**src/hdl/ptfr_pkg.sv**
```systemverilog
// ----------------------------------------------------------------------------
// ptfr_pkg
// shared widths, codes and controller command type for the tile flip/rotate unit
// ----------------------------------------------------------------------------
package ptfr_pkg;

  localparam int DEF_MAX_SIDE = 64;

  localparam int KIND_W   = 3;
  localparam int COORD_W  = 6;
  localparam int PIX_W    = 32;
  localparam int STATUS_W = 2;
  localparam int CFG_W    = 7;
  localparam int CFG_IDX_W = 1;

  localparam logic [KIND_W-1:0] KIND_LOAD   = 3'd0;
  localparam logic [KIND_W-1:0] KIND_FLIP_V = 3'd1;
  localparam logic [KIND_W-1:0] KIND_FLIP_H = 3'd2;
  localparam logic [KIND_W-1:0] KIND_ROT    = 3'd3;
  localparam logic [KIND_W-1:0] KIND_READ   = 3'd4;

  localparam logic [STATUS_W-1:0] ST_OK        = 2'd0;
  localparam logic [STATUS_W-1:0] ST_RANGE     = 2'd1;
  localparam logic [STATUS_W-1:0] ST_NONSQUARE = 2'd2;

  localparam logic [CFG_IDX_W-1:0] REG_TILE_WIDTH  = 1'b0;
  localparam logic [CFG_IDX_W-1:0] REG_TILE_HEIGHT = 1'b1;

  localparam logic [CFG_W-1:0] SIDE_RESET = 7'd64;

  // controller to datapath commands
  typedef struct packed {
    logic capture;   // latch the input beat
    logic exec;      // map coordinate, access store, update orientation
    logic load_out;  // move result into the output register
  } ptfr_cmd_t;

endpackage

```
**src/hdl/ptfr_ctrl.sv**
```systemverilog
// ----------------------------------------------------------------------------
// ptfr_ctrl
// sequencing fsm and output valid tracking for the tile flip/rotate unit
// ----------------------------------------------------------------------------
module ptfr_ctrl (
  input  logic              clk,
  input  logic              rst_n,
  input  logic              in_valid,
  output logic              in_stall,
  output logic              out_valid,
  input  logic              out_stall,
  output ptfr_pkg::ptfr_cmd_t cmd
);
  import ptfr_pkg::*;

  typedef enum logic [2:0] {
    S_IDLE = 3'b001,
    S_MAP  = 3'b010,
    S_DONE = 3'b100
  } state_t;

  state_t state_r, state_nxt;
  logic   out_valid_r, out_valid_nxt;
  logic   out_free;

  assign out_free  = !out_valid_r || !out_stall;
  assign in_stall  = (state_r != S_IDLE);
  assign out_valid = out_valid_r;

  always_comb begin
    state_nxt    = state_r;
    cmd.capture  = 1'b0;
    cmd.exec     = 1'b0;
    cmd.load_out = 1'b0;
    case (state_r)
      S_IDLE: begin
        if (in_valid) begin
          cmd.capture = 1'b1;
          state_nxt   = S_MAP;
        end
      end
      S_MAP: begin
        cmd.exec  = 1'b1;
        state_nxt = S_DONE;
      end
      S_DONE: begin
        if (out_free) begin
          cmd.load_out = 1'b1;
          state_nxt    = S_IDLE;
        end
      end
      default: begin
        state_nxt = S_IDLE;
      end
    endcase
  end

  always_comb begin
    out_valid_nxt = out_valid_r;
    if (cmd.load_out) begin
      out_valid_nxt = 1'b1;
    end else if (out_valid_r && !out_stall) begin
      out_valid_nxt = 1'b0;
    end
  end

  always_ff @(posedge clk) begin
    if (!rst_n) begin
      state_r     <= S_IDLE;
      out_valid_r <= 1'b0;
    end else begin
      state_r     <= state_nxt;
      out_valid_r <= out_valid_nxt;
    end
  end

`ifndef SYNTHESIS
  // an accepted beat is executed in the next cycle
  assert property (@(posedge clk) disable iff (!rst_n)
    (in_valid && !in_stall) |=> cmd.exec)
    else $error("accepted beat not executed");

  // a waiting result is never overwritten
  assert property (@(posedge clk) disable iff (!rst_n)
    cmd.load_out |-> !(out_valid_r && out_stall))
    else $error("output register overwritten while stalled");

  // a stalled result stays valid
  assert property (@(posedge clk) disable iff (!rst_n)
    (out_valid && out_stall) |=> out_valid)
    else $error("stalled result dropped");

  // no new beat is taken while one is in flight
  assert property (@(posedge clk) disable iff (!rst_n)
    cmd.exec |-> in_stall)
    else $error("input taken during execution");
`endif

endmodule

```
**config.mk**
```make
export PLATFORM = sky130hd
export DESIGN_NAME = ptfr_ctrl
export DESIGN_NICKNAME = d
export VERILOG_FILES = /design/src/hdl/ptfr_pkg.sv /design/src/hdl/ptfr_ctrl.sv
export SDC_FILE = /design/constraint.sdc
export NUM_CORES = 1
export LEC_CHECK = 0
export BUFFER_PORTS_ARGS = -buffer_cell sky130_fd_sc_hd__buf_2
export CAP_MARGIN = 15
export CORE_AREA = 2 2 39 41
export CTS_CLUSTER_DIAMETER = 150
export DETAILED_ROUTE_END_ITERATION = 8
export DIE_AREA = 0 0 41 43
export GPL_TIMING_DRIVEN = 0
export PLACE_DENSITY_LB_ADDON = 0.08
export SLEW_MARGIN = 40
export SYNTH_ARGS = -nofsm -noshare
export SYNTH_HDL_FRONTEND = slang
export SYNTH_SLANG_ARGS = --single-unit
```
**constraint.sdc**
```tcl
create_clock -name clk -period 1.11 [get_ports clk]
set_clock_uncertainty 0.05 [all_clocks]
set_input_delay 0.1665 -clock clk [delete_from_list [all_inputs] [get_ports clk]]
set_output_delay 0.1665 -clock clk [all_outputs]
set_load 0.02 [all_outputs]
```
==> out/metrics.yaml <==
synth.distinct_cells: 12
antenna_found_initial: 0
worstSkewPairLatency_ps: 230
fin_nets: 38
synth_top_area_cell: "dfxtp_1"
fin_crit_ps: 1410
critical_path_class: "reg -> out"
fin_util: 0.211
netlist_area_sq_um: 173
r2r_end: "state_r[0]"
vdd_ir_drop_max_mv: 0.466
grt_start_max_net_pins: 6
die_x_um: 41
htree_levels: 1
cp-startpoint: "state_r[0]"
place_worst_setup_slack_ps: -209
whs_path_depth: 2
hpwl_um: 322
clk_pin_slew_ps: 40
syn-instance-count: 20
ios: 9
cts_buffers: 3
coreArea_sq_um: 1380
clockBufferDepth: 2
final_layout_size_suffix_gt1_frac: 0.625
drtIter0Drc: 4
diodes: 0
synth_nets: 24
ys_seq_elements: 4
status: "finished with violations"
finalCritPeriodShare: 1.27
grt_pass1_wl_um: 717
finalInstanceArea_sq_um: 292
ctsHoldBuffers: 0
hold_end: "state_r[0]"
hold_class: "in -> reg"
die_area_sq_um: 1760
ys_seq_area_frac: 0.464
hold_ws_ps: 98.9
start_util: 0.125
cp.required_ps: 890
clock_sinks: 4
area_growth_syn_to_layout_pct: 68.8
drv_slew: 0
io_buffers: 8
worstMarginPinSlew_ps: 133
grt_overflow: 0
leakagePower_nw: 0.125
root_buffer: "clkbuf_4"
synth_area_leaders: "dfxtp_1 46%, a21oi_1 8.7%, nand2b_1 7.2%, nand4b_1 5.1%, or3b_1 5.1%"
setup_viol: 4
r2r_setup_slack_ps: 120
fin_setup_tns_ps: -817
vias: 189
finalHoldViolCount: 0
grt_pass1_vias: 170
worstHoldStart: "rst_n"
drv_cap: 0
die_h_um: 43
fillers: 164
drc: 0
drtPass1Iterations: 3
cp-start-kind: "flop"
max_slew_margin: 0.911
place_area_sq_um: 234
avgSynthCellArea_sq_um: 8.63
rows: 14
crit_path_end_kind: "output pin"
wl_per_cell_um: 9.15
p_per_area_nw_per_um2: 1340
cp_max_fo: 2
yosysWarnings: 0
critPathArrivalTime_ps: 1200
setup_slack_ps: -305
failed_checks: "setup timing"
r2r_start: "state_r[2]"
cts_tree: "built"
reg2reg_depth: 4
yosysTopAreaCellShare: 0.464
vias_per_cell: 3.94
gp_congestion: 0.672
ant_nets: 0
fmax_mhz: 707
rsz0062_at_grt: "true"
routed_wl_um: 439
grt_usage: 0.0672
## cell families (layout without fill, tap and decap cells)
kind of cell	count (synthesis)	count (layout)	share of synthesized area
buffers and inverters	1	13	0.0435
AND/OR/NAND/NOR	10	10	0.333
flip-flops	4	4	0.464
AO/OA/AOI/OAI	5	5	0.159
## worst max-delay path by stage
stage                     cells past startpoint  slack, ps  endpoint
after floorplan                               3        -50    cmd[0]
after global placement                        4       -220    cmd[0]
after detailed placement                      4       -210    cmd[0]
after CTS                                     3       -330    cmd[0]
after global routing                          3       -360    cmd[0]
final                                         3       -300    cmd[0]
## cell type report
type / count / area [sq um] / share of cell area
Clock buffer: 3 / 22.5 / 0.0773
Tap cell: 16 / 20.0 / 0.0687
Multi-Input combinational cell: 15 / 98.8 / 0.339
Sequential cell: 4 / 83.8 / 0.288
Timing Repair Buffer: 10 / 66.3 / 0.227
## cell usage in the layout, fill, tap and decap left out
cell type,instances
a21boi_1,1
a21oi_1,2
a21oi_2,1
and2_1,1
and3_4,1
buf_2,5
buf_4,4
buf_6,1
clkbuf_4,3
dfxtp_1,1
dfxtp_2,3
nand2_1,2
nand2b_1,2
nand4b_1,1
nor2_1,1
nor2_2,1
o21ai_0,1
or3b_4,1
## Yosys cell counts, drive strengths merged
| library cell | number |
|---|---|
| nor2 | 2 |
| nand4b | 1 |
| or3b | 1 |
| nand2 | 2 |
| and2 | 1 |
| buf | 1 |
| a21boi | 1 |
| nand2b | 2 |
| o21ai | 1 |
| dfxtp | 4 |
| a21oi | 3 |
| and3 | 1 |
## critical path: stages, from the launching register on
cell     delay (ps)
dfxtp_2         310
or3b_4          390
a21oi_2         130
buf_6           130
## power by group
| part | internal [mW] | switching [mW] | total, mW | leakage (nW) |
|---|---|---|---|---|
| combinational | 0.0279 | 0.0303 | 0.0582 | 0.0784 |
| clock | 0.121 | 0.0558 | 0.177 | 0.0138 |
| sequential | 0.152 | 0.00463 | 0.156 | 0.0332 |
| total | 0.300 | 0.0908 | 0.391 | 0.125 |
## metal layers
layer | global-route usage | routed length, um | vias up
met5 | 0 | 0 | -
met4 | 0.100 | 4 | 0
met3 | 0.0157 | 46 | 2
met2 | 0.0719 | 198 | 7
met1 | 0.0833 | 189 | 87
li1 | - | - | 93
## timing repair
action | in CTS | in global routing
setup endpoints to repair | 4 | 5
resized for setup | 7 | 3
setup buffers | 2 | 0
pin swaps | 1 | 0
## registers in the layout, indices dropped and copies added, names as in the netlist
name / count
state_r: 3
out_valid: 1
## metrics by stage
stage | instances | total power, mW
finish | 48 | 0.391
global route | 48 | 0.421
floorplan | 20 | 0.184
detailed placement | 44 | 0.203
global placement | 44 | 0.203
CTS | 48 | 0.400
(Power assumes the default switching activity.)
